**config.mk**
```make
export PLATFORM = sky130hd
export DESIGN_NAME = weighted_fair_share_picker_top_flat
export DESIGN_NICKNAME = d
export VERILOG_FILES = /design/src/sv/wfsp_pkg.sv /design/src/sv/wfsp_chan_if.sv /design/src/sv/wfsp_table.sv /design/src/sv/wfsp_ctrl.sv /design/src/sv/weighted_fair_share_picker_top.sv /design/src/flat_wrapper.sv
export SDC_FILE = /design/constraint.sdc
export NUM_CORES = 1
export LEC_CHECK = 0
export BUFFER_PORTS_ARGS = -buffer_cell sky130_fd_sc_hd__buf_2
export CAP_MARGIN = 10
export CORE_MARGIN = 8
export CORE_UTILIZATION = 45
export DETAILED_ROUTE_END_ITERATION = 8
export GPL_TIMING_DRIVEN = 0
export SETUP_SLACK_MARGIN = 0.02
export SYNTH_ARGS = -nofsm -noshare
export SYNTH_HDL_FRONTEND = slang
export SYNTH_SLANG_ARGS = --single-unit
```
**constraint.sdc**
```tcl
create_clock -name clk -period 9.5 [get_ports clk]
set_input_delay 1.425 -clock clk [delete_from_list [all_inputs] [get_ports clk]]
set_output_delay 1.425 -clock clk [all_outputs]
set_load 0.02 [all_outputs]
```
**src/sv/wfsp_pkg.sv**
```systemverilog
`timescale 1ns / 1ps

package wfsp_pkg;

    localparam int DEF_PROCS       = 8;
    localparam int DEF_WEIGHT_BITS = 8;

    localparam int SLOT_W   = 3;
    localparam int IN_WGT_W = 8;
    localparam int ID_W     = 8;
    localparam int TICK_W   = 16;
    localparam int ACT_W    = 4;
    localparam int CFG_IDX_W = 4;
    localparam int CFG_DAT_W = 16;

    localparam logic [CFG_IDX_W-1:0] CFG_ACTIVE_COUNT = 4'd0;
    localparam logic [CFG_IDX_W-1:0] CFG_TIME_LIMIT   = 4'd1;

    typedef enum logic {
        CMD_LOAD = 1'b0,
        CMD_TICK = 1'b1
    } cmd_t;

    typedef struct packed {
        logic [CFG_IDX_W-1:0] index;
        logic [CFG_DAT_W-1:0] wdata;
    } cfg_beat_t;

    typedef struct packed {
        cmd_t                command;
        logic [SLOT_W-1:0]   slot;
        logic [IN_WGT_W-1:0] weight;
        logic [ID_W-1:0]     proc_id;
    } req_beat_t;

    typedef struct packed {
        logic              granted;
        logic [SLOT_W-1:0] grant_slot;
        logic [ID_W-1:0]   grant_id;
        logic [TICK_W-1:0] tick_time;
        logic              finished;
    } rsp_beat_t;

    typedef struct packed {
        logic wr_en;
        logic rd_en;
    } mem_ctl_t;

endpackage

```
**src/sv/wfsp_chan_if.sv**
```systemverilog
`timescale 1ns / 1ps

interface wfsp_chan_if #(
    parameter type T = logic
);
    logic valid;
    logic ready;
    T     data;

    modport source (output valid, output data, input ready);
    modport sink   (input valid, input data, output ready);
endinterface

```
**src/sv/wfsp_table.sv**
```systemverilog
`timescale 1ns / 1ps

module wfsp_table #(
    parameter int PROCS = 8,
    parameter int IDX_W = 3,
    parameter int ENT_W = 24
) (
    input  logic              clk,
    input  wfsp_pkg::mem_ctl_t ctl,
    input  logic [IDX_W-1:0]  waddr,
    input  logic [ENT_W-1:0]  wdata,
    input  logic [IDX_W-1:0]  raddr,
    output logic [ENT_W-1:0]  rdata
);
    import wfsp_pkg::*;

    logic [ENT_W-1:0] ent_mem [PROCS];
    logic [ENT_W-1:0] rdata_reg;

    always_ff @(posedge clk)
    begin
        if (ctl.wr_en)
        begin
            ent_mem[waddr] <= wdata;
        end
        if (ctl.rd_en)
        begin
            rdata_reg <= ent_mem[raddr];
        end
    end

    assign rdata = rdata_reg;

endmodule

```
**src/sv/wfsp_ctrl.sv**
```systemverilog
`timescale 1ns / 1ps

module wfsp_ctrl #(
    parameter int PROCS       = 8,
    parameter int WEIGHT_BITS = 8,
    parameter int IDX_W       = 3,
    parameter int ENT_W       = 24
) (
    input  logic               clk,
    input  logic               rst_n,
    wfsp_chan_if.sink          cfg,
    wfsp_chan_if.sink          req,
    wfsp_chan_if.source        rsp,
    output wfsp_pkg::mem_ctl_t mem_ctl,
    output logic [IDX_W-1:0]   mem_waddr,
    output logic [ENT_W-1:0]   mem_wdata,
    output logic [IDX_W-1:0]   mem_raddr,
    input  logic [ENT_W-1:0]   mem_rdata
);
    import wfsp_pkg::*;

    localparam int WB     = WEIGHT_BITS;
    localparam int PROD_W = 2 * WEIGHT_BITS;

    typedef enum logic [3:0] {
        S_IDLE = 4'b0001,
        S_SCAN = 4'b0010,
        S_WB   = 4'b0100,
        S_POST = 4'b1000
    } state_t;

    state_t              state_reg, state_next;
    logic [ACT_W-1:0]    active_count_reg;
    logic [TICK_W-1:0]   time_limit_reg;
    logic [TICK_W-1:0]   tick_count_reg, tick_count_next;
    logic [ACT_W-1:0]    completed_reg, completed_next;
    logic [ACT_W-1:0]    scan_cnt_reg, scan_cnt_next;
    logic [ACT_W-1:0]    arr_reg, arr_next;
    logic                found_reg, found_next;
    logic                rsp_valid_reg, rsp_valid_next;

    logic [IDX_W-1:0]    best_idx_reg, best_idx_next;
    logic [WB-1:0]       best_w_reg, best_w_next;
    logic [WB-1:0]       best_r_reg, best_r_next;
    logic [ID_W-1:0]     best_id_reg, best_id_next;
    rsp_beat_t           res_reg, res_next;
    rsp_beat_t           rsp_data_reg, rsp_data_next;

    logic [ACT_W-1:0]    n_eff;
    logic                req_fire;
    logic                is_done;
    logic                slot_ok;
    logic [WB-1:0]       load_w;
    logic [WB-1:0]       c_r, c_w;
    logic [ID_W-1:0]     c_id;
    logic                c_live;
    logic [PROD_W-1:0]   lhs, rhs;
    logic                take;

    assign cfg.ready = 1'b1;
    assign req.ready = (state_reg == S_IDLE);
    assign rsp.valid = rsp_valid_reg;
    assign rsp.data  = rsp_data_reg;

    assign n_eff    = (32'(active_count_reg) > PROCS) ? ACT_W'(PROCS) : active_count_reg;
    assign req_fire = req.valid && req.ready;
    assign is_done  = (tick_count_reg >= time_limit_reg) || (completed_reg == n_eff);
    assign slot_ok  = 32'(req.data.slot) < PROCS;
    assign load_w   = WB'(req.data.weight);

    // entry layout: id, weight, remaining
    assign c_r  = mem_rdata[WB-1:0];
    assign c_w  = mem_rdata[2*WB-1:WB];
    assign c_id = mem_rdata[2*WB+ID_W-1:2*WB];

    // exact ratio compare by cross-multiplication
    assign c_live = (c_w != '0) && (c_r != '0);
    assign lhs    = {{WB{1'b0}}, c_r} * {{WB{1'b0}}, best_w_reg};
    assign rhs    = {{WB{1'b0}}, best_r_reg} * {{WB{1'b0}}, c_w};
    assign take   = c_live && (!found_reg || (lhs > rhs));

    always_comb
    begin
        state_next      = state_reg;
        tick_count_next = tick_count_reg;
        completed_next  = completed_reg;
        scan_cnt_next   = scan_cnt_reg;
        arr_next        = arr_reg;
        found_next      = found_reg;
        best_idx_next   = best_idx_reg;
        best_w_next     = best_w_reg;
        best_r_next     = best_r_reg;
        best_id_next    = best_id_reg;
        res_next        = res_reg;
        rsp_data_next   = rsp_data_reg;
        rsp_valid_next  = rsp_valid_reg && !rsp.ready;
        mem_ctl         = '0;
        mem_waddr       = best_idx_reg;
        mem_wdata       = {best_id_reg, best_w_reg, best_r_reg - WB'(1)};
        mem_raddr       = IDX_W'(scan_cnt_reg);

        unique case (state_reg)
            S_IDLE:
            begin
                if (req_fire)
                begin
                    res_next = '0;
                    if (req.data.command == CMD_LOAD)
                    begin
                        mem_ctl.wr_en   = slot_ok;
                        mem_waddr       = IDX_W'(req.data.slot);
                        mem_wdata       = {req.data.proc_id, load_w, load_w};
                        tick_count_next = '0;
                        completed_next  = '0;
                        state_next      = S_POST;
                    end
                    else if (is_done)
                    begin
                        res_next.finished = 1'b1;
                        state_next        = S_POST;
                    end
                    else
                    begin
                        mem_ctl.rd_en = 1'b1;
                        mem_raddr     = '0;
                        scan_cnt_next = ACT_W'(1);
                        arr_next      = '0;
                        found_next    = 1'b0;
                        best_idx_next = '0;
                        // no entry takes part: report an empty tick
                        if (n_eff == '0)
                        begin
                            state_next = S_WB;
                        end
                        else
                        begin
                            state_next = S_SCAN;
                        end
                    end
                end
            end
            S_SCAN:
            begin
                // one entry arrives per beat while the next read, if any entry is left, is issued
                if (scan_cnt_reg < n_eff)
                begin
                    mem_ctl.rd_en = 1'b1;
                    scan_cnt_next = scan_cnt_reg + ACT_W'(1);
                end
                arr_next = arr_reg + ACT_W'(1);
                if (take)
                begin
                    found_next    = 1'b1;
                    best_idx_next = IDX_W'(arr_reg);
                    best_w_next   = c_w;
                    best_r_next   = c_r;
                    best_id_next  = c_id;
                end
                if (arr_reg == n_eff - ACT_W'(1))
                begin
                    state_next = S_WB;
                end
            end
            S_WB:
            begin
                mem_ctl.wr_en = found_reg;
                if (found_reg && (best_r_reg == WB'(1)))
                begin
                    completed_next = completed_reg + ACT_W'(1);
                end
                res_next.granted    = found_reg;
                res_next.grant_slot = SLOT_W'(best_idx_reg);
                res_next.grant_id   = found_reg ? best_id_reg : '0;
                res_next.tick_time  = tick_count_reg;
                res_next.finished   = 1'b0;
                tick_count_next     = tick_count_reg + TICK_W'(1);
                state_next          = S_POST;
            end
            S_POST:
            begin
                if (!rsp_valid_reg || rsp.ready)
                begin
                    rsp_data_next  = res_reg;
                    rsp_valid_next = 1'b1;
                    state_next     = S_IDLE;
                end
            end
            default:
            begin
                state_next = S_IDLE;
            end
        endcase
    end

    always_ff @(posedge clk or negedge rst_n)
    begin
        if (!rst_n)
        begin
            state_reg        <= S_IDLE;
            active_count_reg <= '0;
            time_limit_reg   <= '0;
            tick_count_reg   <= '0;
            completed_reg    <= '0;
            scan_cnt_reg     <= '0;
            arr_reg          <= '0;
            found_reg        <= 1'b0;
            rsp_valid_reg    <= 1'b0;
        end
        else
        begin
            state_reg      <= state_next;
            tick_count_reg <= tick_count_next;
            completed_reg  <= completed_next;
            scan_cnt_reg   <= scan_cnt_next;
            arr_reg        <= arr_next;
            found_reg      <= found_next;
            rsp_valid_reg  <= rsp_valid_next;
            if (cfg.valid)
            begin
                unique case (cfg.data.index)
                    CFG_ACTIVE_COUNT: active_count_reg <= cfg.data.wdata[ACT_W-1:0];
                    CFG_TIME_LIMIT:   time_limit_reg   <= cfg.data.wdata[TICK_W-1:0];
                    default:          ;
                endcase
            end
        end
    end

    always_ff @(posedge clk)
    begin
        best_idx_reg <= best_idx_next;
        best_w_reg   <= best_w_next;
        best_r_reg   <= best_r_next;
        best_id_reg  <= best_id_next;
        res_reg      <= res_next;
        rsp_data_reg <= rsp_data_next;
    end

endmodule

```
**src/sv/weighted_fair_share_picker_top.sv**
```systemverilog
`timescale 1ns / 1ps
// weighted fair-share picker
// cfg: register writes (index 0 active_count, index 1 time_limit), always ready;
//   write only while the block is idle.
// req: one beat per command. a load writes one table entry and restarts the
//   tick clock; a tick grants one slice to the active entry with the largest
//   remaining/weight ratio, first entry wins a tie.
// rsp: exactly one beat per req beat, in order.
// a tick scans the n active entries through the single read port of the entry
//   memory, one per cycle, with one cross-multiply comparator, then writes the
//   chosen entry back; a tick on a finished block skips the scan.
// the result sits in an output register; req is taken again while it waits,
//   and a further result waits until the receiver takes the earlier one.
// reset clears the control registers, the tick clock and the completion count; the
//   entry memory holds nothing valid until each entry is loaded.
module weighted_fair_share_picker_top #(
    parameter int PROCS       = wfsp_pkg::DEF_PROCS,
    parameter int WEIGHT_BITS = wfsp_pkg::DEF_WEIGHT_BITS
) (
    input  logic         clk,
    input  logic         rst_n,
    wfsp_chan_if.sink    cfg,
    wfsp_chan_if.sink    req,
    wfsp_chan_if.source  rsp
);
    import wfsp_pkg::*;

    localparam int IDX_W = (PROCS > 1) ? $clog2(PROCS) : 1;
    localparam int ENT_W = 2 * WEIGHT_BITS + ID_W;

    mem_ctl_t         mem_ctl;
    logic [IDX_W-1:0] mem_waddr;
    logic [ENT_W-1:0] mem_wdata;
    logic [IDX_W-1:0] mem_raddr;
    logic [ENT_W-1:0] mem_rdata;

    wfsp_ctrl #(
        .PROCS       (PROCS),
        .WEIGHT_BITS (WEIGHT_BITS),
        .IDX_W       (IDX_W),
        .ENT_W       (ENT_W)
    ) u_ctrl (
        .clk       (clk),
        .rst_n     (rst_n),
        .cfg       (cfg),
        .req       (req),
        .rsp       (rsp),
        .mem_ctl   (mem_ctl),
        .mem_waddr (mem_waddr),
        .mem_wdata (mem_wdata),
        .mem_raddr (mem_raddr),
        .mem_rdata (mem_rdata)
    );

    wfsp_table #(
        .PROCS (PROCS),
        .IDX_W (IDX_W),
        .ENT_W (ENT_W)
    ) u_table (
        .clk   (clk),
        .ctl   (mem_ctl),
        .waddr (mem_waddr),
        .wdata (mem_wdata),
        .raddr (mem_raddr),
        .rdata (mem_rdata)
    );

endmodule

```
**src/flat_wrapper.sv**
```systemverilog
// flat-port wrapper written by rule: the top's interface ports become plain ports
module weighted_fair_share_picker_top_flat import wfsp_pkg::*;
#(
    parameter int PROCS       = wfsp_pkg::DEF_PROCS,
    parameter int WEIGHT_BITS = wfsp_pkg::DEF_WEIGHT_BITS
)
  (clk, rst_n, cfg_valid, cfg_data, cfg_ready, req_valid, req_data, req_ready, rsp_valid, rsp_data, rsp_ready);
  wfsp_chan_if #(.T(cfg_beat_t)) cfg_i ();
  wfsp_chan_if #(.T(req_beat_t)) req_i ();
  wfsp_chan_if #(.T(rsp_beat_t)) rsp_i ();
  input  logic clk;
  input  logic rst_n;
  input wire logic [$bits(cfg_i.valid)-1:0] cfg_valid;
  input wire logic [$bits(cfg_i.data)-1:0] cfg_data;
  output wire logic [$bits(cfg_i.ready)-1:0] cfg_ready;
  input wire logic [$bits(req_i.valid)-1:0] req_valid;
  input wire logic [$bits(req_i.data)-1:0] req_data;
  output wire logic [$bits(req_i.ready)-1:0] req_ready;
  output wire logic [$bits(rsp_i.valid)-1:0] rsp_valid;
  output wire logic [$bits(rsp_i.data)-1:0] rsp_data;
  input wire logic [$bits(rsp_i.ready)-1:0] rsp_ready;
  assign cfg_i.valid = cfg_valid;
  assign cfg_i.data = cfg_data;
  assign cfg_ready = cfg_i.ready;
  assign req_i.valid = req_valid;
  assign req_i.data = req_data;
  assign req_ready = req_i.ready;
  assign rsp_valid = rsp_i.valid;
  assign rsp_data = rsp_i.data;
  assign rsp_i.ready = rsp_ready;
  weighted_fair_share_picker_top #(.PROCS(PROCS), .WEIGHT_BITS(WEIGHT_BITS)) u_core (.clk(clk), .rst_n(rst_n), .cfg(cfg_i), .req(req_i), .rsp(rsp_i));
endmodule
```
==> impl_metrics.json, run 1 <==
{
  "syn_area_sq_um": 18900,
  "cts_buffers": 38,
  "fmax_mhz": 144,
  "layout-drive-gt1-share_pct": 13.7,
  "drtIter0Drc": 918,
  "ant_nets": 0,
  "cts_tree": "done",
  "largest_reg_flops": 192,
  "critPathCaptureType": "flop",
  "routabilityCongestion": 0.852,
  "rsz0062_at_grt": "false",
  "cp_slowest_cell": "nor3_2",
  "crit_top_cell": "fa_1",
  "vias_per_cell": 5.33,
  "synthToLayoutAreaGrowth_pct": 13.4,
  "grt_max_degree": 36,
  "crit_buf_inv": 4,
  "postSynthCellCount": 1487,
  "die_w_um": 221,
  "vias": 11600,
  "clk_path_buf_depth": 3,
  "htree_levels": 2,
  "drc": 0,
  "yosysUniqueCellTypes": 70,
  "port_buffers": 74,
  "critPathLaunchType": "flop",
  "slew-limit-headroom_pct": 25.2,
  "drt-total-wl_mm": 43.4,
  "synth.avg_cell_area_sq_um": 12.7,
  "worstPathCellList": "clkbuf_1 > and2_1 > fa_1 > fa_1 > fa_1 > inv_1 > fa_1 > inv_1 > ha_1 > or2_2 > a21oi_1 > nor2b_1 > a41oi_1 > a21oi_1 > xnor2_1 > ha_1 > nand4_1 > o2111ai_1 > a311oi_1 > nor3_2 > buf_6 > or2_2",
  "worst_pin_slew_ns": 1.09,
  "synth_edf_count": 301,
  "hold_slack_ns": 0.418,
  "grt_overflow": 0,
  "critPathMaxFanout": 10,
  "finalSetupTns_ns": 0,
  "post_cts_buffers": 0,
  "p_per_area_nw_per_um2": 358,
  "grt_pass1_vias": 12000,
  "grt_usage_pct": 17.7,
  "finalHoldViolCount": 0,
  "synth-async-reset-ratio_pct": 15.2,
  "hold_path.class": "flop to flop",
  "num-fill-cells": 3593,
  "critPathRequiredTime_ns": 9.76,
  "cap_violations": 0,
  "min_period_ns": 6.95,
  "clkLatencyLatePin_ns": 0.55,
  "rows": 75,
  "drt_first_pass_iters": 5,
  "setup_violations": 0,
  "cp_top_family": "adder cells",
  "cts-resized-gates": 0,
  "synth-main-ff-cell": "edfxtp_1",
  "crit_arrival_ns": 7.20,
  "slew_viol_final": 0,
  "syn_nets": 1719,
  "yosysSeqAreaShare_pct": 55.0,
  "period_share_pct": 73.1,
  "timing_worst_setup_path_type": "flop to flop",
  "ir_drop_mv": 0.212,
  "grt_pass1_wl_mm": 68.6,
  "p_leak_nw": 8.76,
  "wl_per_cell_um": 19.9,
  "layout_common_cells": "301 x edfxtp_1, 135 x and2_1, 127 x nand2_1",
  "ys_ff_latch": 355,
  "die-height_um": 221,
  "core_sq_um": 41800,
  "clkSinkCount": 355,
  "cts_hold_buf": 0,
  "synth_warnings": 0,
  "ios": 77,
  "status": "completed",
  "clock_skew_ns": 0.0367,
  "cts-root-buf": "clkbuf_16",
  "dieArea_sq_um": 48800,
  "slowest_delay_ns": 0.71,
  "final_nets": 1841,
  "hpwl_mm": 31.2,
  "initial_core_util_pct": 45.3,
  "antenna_found_initial": 0,
  "path_clk_slew_ns": 0.06,
  "final_common_cell": "edfxtp_1"
}
[kinds of logic (layout without fill, tap and decap cells)]
logic type / count (synthesis) / count (layout) / synth area share (%)
other cells: 1 / 2 / 0.0198
flops: 355 / 355 / 55.0
fa+ha+maj: 187 / 187 / 15.2
simple gates: 442 / 442 / 12.0
buf+inv: 178 / 329 / 3.71
xor+xnor: 54 / 54 / 2.50
mux: 70 / 70 / 3.99
compound gates: 200 / 200 / 7.54
[cell usage after synthesis (30+ instances only)]
library cell	number	area, sq um
xor2_1	30	263
fa_1	72	1440
a21o_1	36	270
and2_1	135	845
clkbuf_1	35	131
inv_1	126	473
o21ai_0	50	250
nor2_1	72	270
nand2_1	127	477
edfxtp_1	301	9040
dfrtp_1	53	1330
ha_1	115	1440
mux2_2	43	484
[metrics by stage]
| stage | cell area (sq um) | worst slack [ns] | utilization [%] | std cells | total power, mW |
|---|---|---|---|---|---|
| 6_report | 21400 | 2.55 | 51.3 | 2178 | 7.67 |
| 3_3_place_gp | 20000 | 0.272 | 47.8 | 2100 | 6.11 |
| 5_1_grt | 21400 | 2.14 | 51.3 | 2177 | 8.34 |
| 4_1_cts | 21400 | 2.44 | 51.2 | 2174 | 7.74 |
| 2_1_floorplan | 18900 | 2.16 | - | 1487 | 5.13 |
| 3_5_place_dp | 20100 | 2.48 | 48.2 | 2105 | 6.21 |
[final timing paths]
path	start	end	slack [ns]	cells past startpoint
setup / recovery	u_core.u_ctrl.best_r_reg[3]$_DFFE_PP_	u_core.u_ctrl.best_idx_reg[0]$_SDFFCE_PN0P_	2.55	22
hold / removal	u_core.u_ctrl.res_reg[13]$_SDFFCE_PN0P_	u_core.u_ctrl.rsp.data[13]$_DFFE_PP_	0.42	0
min in group asynchronous	rst_n	u_core.u_ctrl.arr_reg[0]$_DFFE_PN0P_	1.00	1
max in group asynchronous	rst_n	u_core.u_ctrl.state_reg[0]$_DFFE_PN1P_	7.81	2
setup reg to reg	u_core.u_ctrl.best_r_reg[3]$_DFFE_PP_	u_core.u_ctrl.best_idx_reg[0]$_SDFFCE_PN0P_	2.55	22
hold reg to reg	u_core.u_ctrl.res_reg[13]$_SDFFCE_PN0P_	u_core.u_ctrl.rsp.data[13]$_DFFE_PP_	0.42	0
[metal layers]
layer / routed length [um] / part of all wire [%] / vias to the layer above / GRT usage [%]
met5: 0 / 0 / - / 0
met4: 750 / 1.7 / 0 / 3.98
met3: 1930 / 4.4 / 62 / 2.80
met2: 20900 / 48 / 254 / 29.8
met1: 19800 / 46 / 5755 / 23.9
li1: - / - / 5542 / -
[power breakdown]
group	internal, mW	switching, mW
registers	2.01	0.160
logic	1.68	2.33
clock network	0.887	0.616
[worst reg2reg max path, stage by stage (launching register included)]
cell and delay, ns:
edfxtp_1 0.40, clkbuf_1 0.43, and2_1 0.22, fa_1 0.44
fa_1 0.53, fa_1 0.55, inv_1 0.06, fa_1 0.52
inv_1 0.04, ha_1 0.33, or2_2 0.32, a21oi_1 0.14
nor2b_1 0.08, a41oi_1 0.26, a21oi_1 0.13, xnor2_1 0.20
ha_1 0.32, nand4_1 0.15, o2111ai_1 0.31, a311oi_1 0.11
nor3_2 0.71, buf_6 0.26, or2_2 0.17
[layout make-up]
| type | instances | area [sq um] | share of cell area, % |
|---|---|---|---|
| flip-flops and latches | 355 | 10400 | 48.5 |
| multi-input cells | 954 | 7870 | 36.7 |
| clock buffers | 45 | 987 | 4.60 |
| well taps | 539 | 674 | 3.15 |
| repair buffers | 82 | 533 | 2.49 |
| inverters | 128 | 480 | 2.24 |
| clock inverters | 24 | 283 | 1.32 |
| plain buffers | 50 | 221 | 1.03 |
| diodes | 1 | 2.50 | 0.0117 |
Power figures use the tool's default switching activity.
==> run 2, diff against run 1 <==
Settings changed: ABC_AREA set to 1.
Clock period 9.5 ns to 7.1 ns, I/O delays scaled along.
==> run 2 against run 1 <==
  * Utilization down 0.056 points
  * Maximum frequency is 8.4% higher
  * Critical path type unchanged
  * Sequential share of layout area shrank 2.7 points
  * Critical endpoint is now u_core.u_ctrl.best_r_reg[6]$_DFFE_PP_
  * Non-clock buffer count rose by 40
==> impl_metrics.json, run 2 <==
{
  "critPathLaunchType": "flop",
  "fin_ws_ns": 0.696,
  "layout-drive-gt1-share_pct": 11.4,
  "critPathCaptureType": "flop",
  "synth_compound_area_share_pct": 5.70,
  "timing_worst_setup_path_type": "flop to flop",
  "drt_first_pass_iters": 5,
  "synth.avg_cell_area_sq_um": 9.67,
  "synth.largest_area_cell": "edfxtp_1",
  "largest_reg_flops": 192,
  "rrSetupSlack_ns": 0.70,
  "hpwl_mm": 35.8,
  "crit_arrival_ns": 6.65,
  "synth_edf_count": 301,
  "min_period_ns": 6.40,
  "synth_top_family_by_area": "simple AND/OR/NAND/NOR gates",
  "htree_levels": 2,
  "die_w_um": 228,
  "hold-path-endpoint": "u_core.u_ctrl.rsp.data[6]$_DFFE_PP_",
  "clk_path_buf_depth": 3,
  "ant_nets": 0,
  "synthToLayoutAreaGrowth_pct": 12.4,
  "antenna_found_initial": 0,
  "rsz0062_at_grt": "false",
  "hold_path_startpoint": "u_core.u_ctrl.res_reg[6]$_SDFFCE_PN0P_",
  "yosys.area_share.simple_pct": 16.8,
  "ios": 77,
  "synth_warnings": 0,
  "hold_path.class": "flop to flop",
  "synth_xor_area_share_pct": 1.69,
  "synthMuxAreaShare_pct": 0,
  "finalSetupTns_ns": 0,
  "grt_usage_pct": 19.0,
  "routabilityCongestion": 0.872,
  "reg2reg_to": "u_core.u_ctrl.best_r_reg[6]$_DFFE_PP_",
  "syn_nets": 2324,
  "port_buffers": 75,
  "wl_per_cell_um": 17.4,
  "status": "completed",
  "postSynthCellCount": 2092,
  "cp_slowest_cell": "fa_1",
  "grt_pass1_wl_mm": 78.8,
  "worst_pin_slew_ns": 1.24,
  "clkSinkCount": 355,
  "synthAdderAreaFrac_pct": 14.2,
  "cts_hold_buf": 0,
  "ys_top_cells_by_count": "480 x nand2_1, 428 x inv_1, 301 x edfxtp_1",
  "cts-root-buf": "clkbuf_16",
  "slowest_delay_ns": 0.55,
  "drtIter0Drc": 1141,
  "utilization_pct": 51.3,
  "fmax_mhz": 156,
  "post-synth-top-count-cell": "nand2_1",
  "path_clk_slew_ns": 0.06,
  "final_nets": 2447,
  "yosysSeqAreaShare_pct": 51.4,
  "cts_tree": "done",
  "r2r.worst_path.cells": 28,
  "setup_violations": 0,
  "ys_ff_latch": 355,
  "synth-main-ff-cell": "edfxtp_1",
  "ir_drop_mv": 0.506,
  "synth-async-reset-ratio_pct": 15.2,
  "vias_per_cell": 5.02,
  "clock_skew_ns": 0.0155,
  "cap_violations": 0,
  "place_inst": 2763,
  "crit_top_cell": "nand2_1",
  "die-height_um": 228,
  "final_cells": 2836,
  "placed_cell_area_sq_um": 21500,
  "p_per_area_nw_per_um2": 472,
  "grt_max_degree": 40,
  "p_leak_nw": 10.8,
  "slew-limit-headroom_pct": 16.6,
  "clkLatencyLatePin_ns": 0.56,
  "core_sq_um": 44300,
  "grt_pass1_vias": 14300,
  "diodes": 0,
  "drt-total-wl_mm": 49.4,
  "synth_area_leaders": "edfxtp_1 45%, nand2_1 8.9%, inv_1 7.9%, fa_1 7.1%, ha_1 7.1%",
  "syn_area_sq_um": 20200,
  "synth_top_area_share_pct": 44.7,
  "critPathRequiredTime_ns": 7.35,
  "period_share_pct": 90.2,
  "hold_slack_ns": 0.417,
  "vias": 14200,
  "num-fill-cells": 4081,
  "rows": 77,
  "rr_startpoint": "u_core.u_ctrl.best_r_reg[6]$_DFFE_PP_",
  "initial_core_util_pct": 45.6,
  "slew_viol_final": 0,
  "layout_common_cells": "480 x nand2_1, 428 x inv_1, 301 x edfxtp_1",
  "yosysUniqueCellTypes": 41,
  "drc": 0,
  "finalPower_mw": 10.7,
  "dieArea_sq_um": 52000,
  "finalHoldViolCount": 0,
  "cts_buffers": 40,
  "whs_path_depth": 0,
  "critPathMaxFanout": 18,
  "pre_cts_ws_ns": 0.338,
  "final_common_cell": "nand2_1",
  "grt_overflow": 0,
  "finalInstanceArea_sq_um": 22700
}
==> run 2: cell types whose count changed after synthesis, sizes merged, moves of 27 or more <==
cell | before | now
nand2 | 128 | 481
inv | 128 | 435
and2 | 135 | 0
nand3 | 21 | 137
o2111ai | 3 | 49
or2 | 4 | 48
mux2 | 43 | 0
a21o | 36 | 1
a21oi | 24 | 58
a211oi | 28 | 1
mux2i | 27 | 0
==> run 2: where the power goes <==
group	internal (mW)	switching, mW	total [mW]
logic	2.13	3.81	5.94
registers	2.74	0.151	2.89
clock network	1.07	0.839	1.91
==> run 2: worst max-delay path, delay by kind of cell, from the launching register on <==
kind	cells	cell delay, ns
AO/OA/AOI/OAI	4	0.80
XOR/XNOR	1	0.10
adder cells (fa/ha/maj)	6	2.63
flip-flops	1	0.32
buffers and inverters	6	0.95
AND/OR/NAND/NOR	11	1.27
==> run 2: repair_timing <==
action                                  CTS  global route
resized for setup                         0            23
endpoints found under the setup margin    0            27
buffers inserted                          0             8
==> run 2: per-layer routing <==
layer / global-route usage, % / vias up / wire [um]
li1: - / 6969 / -
met1: 25.7 / 6757 / 22200
met2: 31.1 / 418 / 22800
met3: 3.02 / 85 / 3050
met4: 5.92 / 0 / 1360
met5: 0 / - / 0
==> run 2: kinds of logic (layout without fill, tap and decap cells) <==
logic type	count (synthesis)	in the layout
AND/OR/NAND/NOR	801	801
buffers and inverters	526	678
flip-flops	355	355
adder cells (fa/ha/maj)	187	187
AO/OA/AOI/OAI	183	183
XOR/XNOR	39	39
other	1	1
==> run 2: how the worst max path moves through the flow <==
stage | cells past startpoint | from | end
global placement | 28 | u_core.u_ctrl.best_w_reg[7]$_DFFE_PP_ | u_core.u_ctrl.best_r_reg[7]$_DFFE_PP_
CTS | 29 | u_core.u_ctrl.best_w_reg[7]$_DFFE_PP_ | u_core.u_ctrl.best_r_reg[6]$_DFFE_PP_
floorplan | 28 | u_core.u_table.rdata[0]$_DFFE_PP_ | u_core.u_ctrl.best_id_reg[0]$_DFFE_PP_
global route | 28 | u_core.u_table.rdata[0]$_DFFE_PP_ | u_core.u_ctrl.best_idx_reg[1]$_SDFFCE_PN0P_
finish | 28 | u_core.u_ctrl.best_r_reg[6]$_DFFE_PP_ | u_core.u_ctrl.best_r_reg[6]$_DFFE_PP_
detailed placement | 29 | u_core.u_ctrl.best_w_reg[7]$_DFFE_PP_ | u_core.u_ctrl.best_r_reg[7]$_DFFE_PP_
==> run 2: cell type report <==
type                       instances  area [sq um]  share of cell area (%)
sequential                       355         10400                    45.7
buffer                            81           392                    1.72
clock buffer                      49          1060                    4.69
inverter                         435          1630                    7.18
multi-input combinational       1211          7850                    34.6
timing repair buffer              91           531                    2.33
clock inverter                    22           123                   0.540
tap                              592           741                    3.26
==> run 3, diff against run 2 <==
Settings changed: ABC_AREA 1 to unset, SLEW_MARGIN set to 40.
==> run 3 against run 2 <==
  * Sequential power hardly changed
  * Routed wire length decreased by 11%
  * Largest power group unchanged
  * Utilization hardly changed
  * Worst setup slack lost 0.41 ns
  * Total power fell by 5.6%
  * Critical path depth decreased by 4
  * Highest routed layer unchanged
  * Global-route usage fell by 1.0 points
  * Design area fell by 5.7%
  * Critical endpoint is now u_core.u_ctrl.best_idx_reg[1]$_SDFFCE_PN0P_
==> impl_metrics.json, run 3 (synthesis results as in run 1) <==
{
  "cts_tree": "done",
  "path_clk_slew_ns": 0.06,
  "cts-root-buf": "clkbuf_16",
  "drt_first_pass_iters": 5,
  "r2r.worst_path.cells": 24,
  "drtIter0Drc": 970,
  "wl_per_cell_um": 20.1,
  "critPathMaxFanout": 10,
  "pre_cts_ws_ns": -0.0745,
  "grt_usage_pct": 18.0,
  "cap_violations": 0,
  "ios": 77,
  "htree_levels": 2,
  "rrSetupSlack_ns": 0.29,
  "slew-limit-headroom_pct": 45.3,
  "met2_length_mm": 20.9,
  "finalHoldViolCount": 0,
  "status": "completed",
  "clkSinkCount": 355,
  "antenna_found_initial": 0,
  "port_buffers": 74,
  "hold-path-endpoint": "u_core.u_ctrl.rsp.data[10]$_DFFE_PP_",
  "finalSetupTns_ns": 0,
  "initial_core_util_pct": 45.3,
  "timing_worst_setup_path_type": "flop to flop",
  "largest_reg_flops": 192,
  "fmax_mhz": 147,
  "routabilityCongestion": 0.822,
  "hold_path.class": "flop to flop",
  "grt_pass1_vias": 12200,
  "vias": 11700,
  "critPathRequiredTime_ns": 7.38,
  "cts_buffers": 37,
  "rows": 75,
  "grt_overflow": 0,
  "whs_path_depth": 0,
  "p_per_area_nw_per_um2": 473,
  "diodes": 0,
  "critPathCaptureType": "flop",
  "cts_hold_buf": 0,
  "period_share_pct": 95.9,
  "met1_length_mm": 20.0,
  "crit_arrival_ns": 7.09,
  "layout_common_cells": "301 x edfxtp_1, 133 x and2_1, 126 x nand2_1",
  "drc": 0,
  "ant_nets": 0,
  "clock_skew_ns": 0.0233,
  "reg2reg_to": "u_core.u_ctrl.best_idx_reg[1]$_SDFFCE_PN0P_",
  "layout-drive-gt1-share_pct": 14.4,
  "die-height_um": 221,
  "dr_wl_met3_mm": 1.93,
  "core_sq_um": 41800,
  "worst_pin_slew_ns": 0.820,
  "p_leak_nw": 8.75,
  "clkLatencyLatePin_ns": 0.53,
  "grt_max_degree": 55,
  "setup_violations": 0,
  "final_nets": 1845,
  "dieArea_sq_um": 48800,
  "grt_pass1_wl_mm": 69.7,
  "min_period_ns": 6.81,
  "hpwl_mm": 32.1,
  "final_common_cell": "edfxtp_1",
  "clk_path_buf_depth": 3,
  "top_layer": "met4",
  "drt-total-wl_mm": 43.8,
  "slew_viol_final": 0,
  "synthToLayoutAreaGrowth_pct": 13.3,
  "critPathLaunchType": "flop",
  "rsz0062_at_grt": "false",
  "rr_startpoint": "u_core.u_table.rdata[14]$_DFFE_PP_",
  "die_w_um": 221,
  "fin_ws_ns": 0.289,
  "hold_path_startpoint": "u_core.u_ctrl.res_reg[10]$_SDFFCE_PN0P_",
  "vias_per_cell": 5.36,
  "hold_slack_ns": 0.419,
  "ir_drop_mv": 0.358
}
==> run 3: cell types whose count changed in the layout (fill, tap and decap cells not counted), moves of 26 or more <==
cell       change
mux2_2        +43
and2_1       +133
mux2i_1       +26
nand3_1      -115
nand2_1      -354
o2111ai_1     -46
a21oi_1       -33
a21o_1        +35
inv_1        -303
or2_2         -44
==> run 3: through the flow <==
| step | cell area (sq um) | utilization [%] | std cells | total power, mW |
|---|---|---|---|---|
| 6_report | 21400 | 51.3 | 2181 | 10.1 |
| 4_1_cts | 21400 | 51.2 | 2173 | 10.2 |
| 2_1_floorplan | 18900 | - | 1487 | 6.87 |
| 3_3_place_gp | 20000 | 47.8 | 2100 | 8.19 |
| 3_5_place_dp | 20200 | 48.4 | 2109 | 8.32 |
| 5_1_grt | 21400 | 51.3 | 2181 | 11.1 |
==> run 3: how the worst max path moves through the flow <==
stage / from / endpoint / cells past startpoint
detailed placement: u_core.u_ctrl.best_r_reg[3]$_DFFE_PP_ / u_core.u_ctrl.best_idx_reg[2]$_SDFFCE_PN0P_ / 25
finish: u_core.u_table.rdata[14]$_DFFE_PP_ / u_core.u_ctrl.best_idx_reg[1]$_SDFFCE_PN0P_ / 24
global placement: u_core.u_ctrl.best_r_reg[3]$_DFFE_PP_ / u_core.u_ctrl.best_idx_reg[1]$_SDFFCE_PN0P_ / 21
CTS: u_core.u_ctrl.best_r_reg[4]$_DFFE_PP_ / u_core.u_ctrl.best_idx_reg[2]$_SDFFCE_PN0P_ / 25
floorplan: u_core.u_ctrl.best_r_reg[3]$_DFFE_PP_ / u_core.u_ctrl.best_idx_reg[0]$_SDFFCE_PN0P_ / 21
global route: u_core.u_table.rdata[1]$_DFFE_PP_ / u_core.u_ctrl.best_idx_reg[2]$_SDFFCE_PN0P_ / 23
==> run 3: final cells by class <==
type | instances | area (sq um)
fillers | 3622 | 20300
flip-flops and latches | 355 | 10400
clock inverters | 16 | 130
inverters | 128 | 480
plain buffers | 45 | 206
repair buffers | 92 | 631
well taps | 539 | 674
clock buffers | 52 | 1010
multi-input cells | 954 | 7900
==> run 3: repair_timing <==
item	4_1_cts	5_1_grt
resized for setup	1	2
endpoints found under the setup margin	3	11
buffers inserted	0	9
endpoints found under the hold margin	0	0
pin swaps	0	1
==> run 3: per-layer routing <==
metal	vias up	GRT usage, %
met5	-	0
met4	0	5.08
met3	62	2.47
met2	254	29.9
met1	5832	24.4
li1	5546	-
==> run 3: power breakdown <==
| part | leakage (nW) | internal (mW) | switching (mW) |
|---|---|---|---|
| registers | 3.44 | 2.68 | 0.216 |
| logic | 4.75 | 2.25 | 3.15 |
| clock network | 0.558 | 1.04 | 0.797 |
==> run 3: worst max-delay path: stages, from the launching register on <==
cell and delay (ns):
edfxtp_1 0.57, and2_1 0.26, fa_1 0.48, fa_1 0.54, fa_1 0.56, inv_1 0.06
fa_1 0.53, inv_1 0.04, ha_1 0.33, or2_2 0.32, a21oi_1 0.15, nor2b_1 0.08
a41oi_1 0.28, nand2b_1 0.10, xnor2_1 0.33, ha_1 0.33, a21oi_1 0.13, nor2b_1 0.06
o21ai_0 0.14, o2111ai_1 0.20, a311oi_2 0.35, nor3_4 0.07, buf_6 0.17, buf_6 0.15
or2_2 0.32
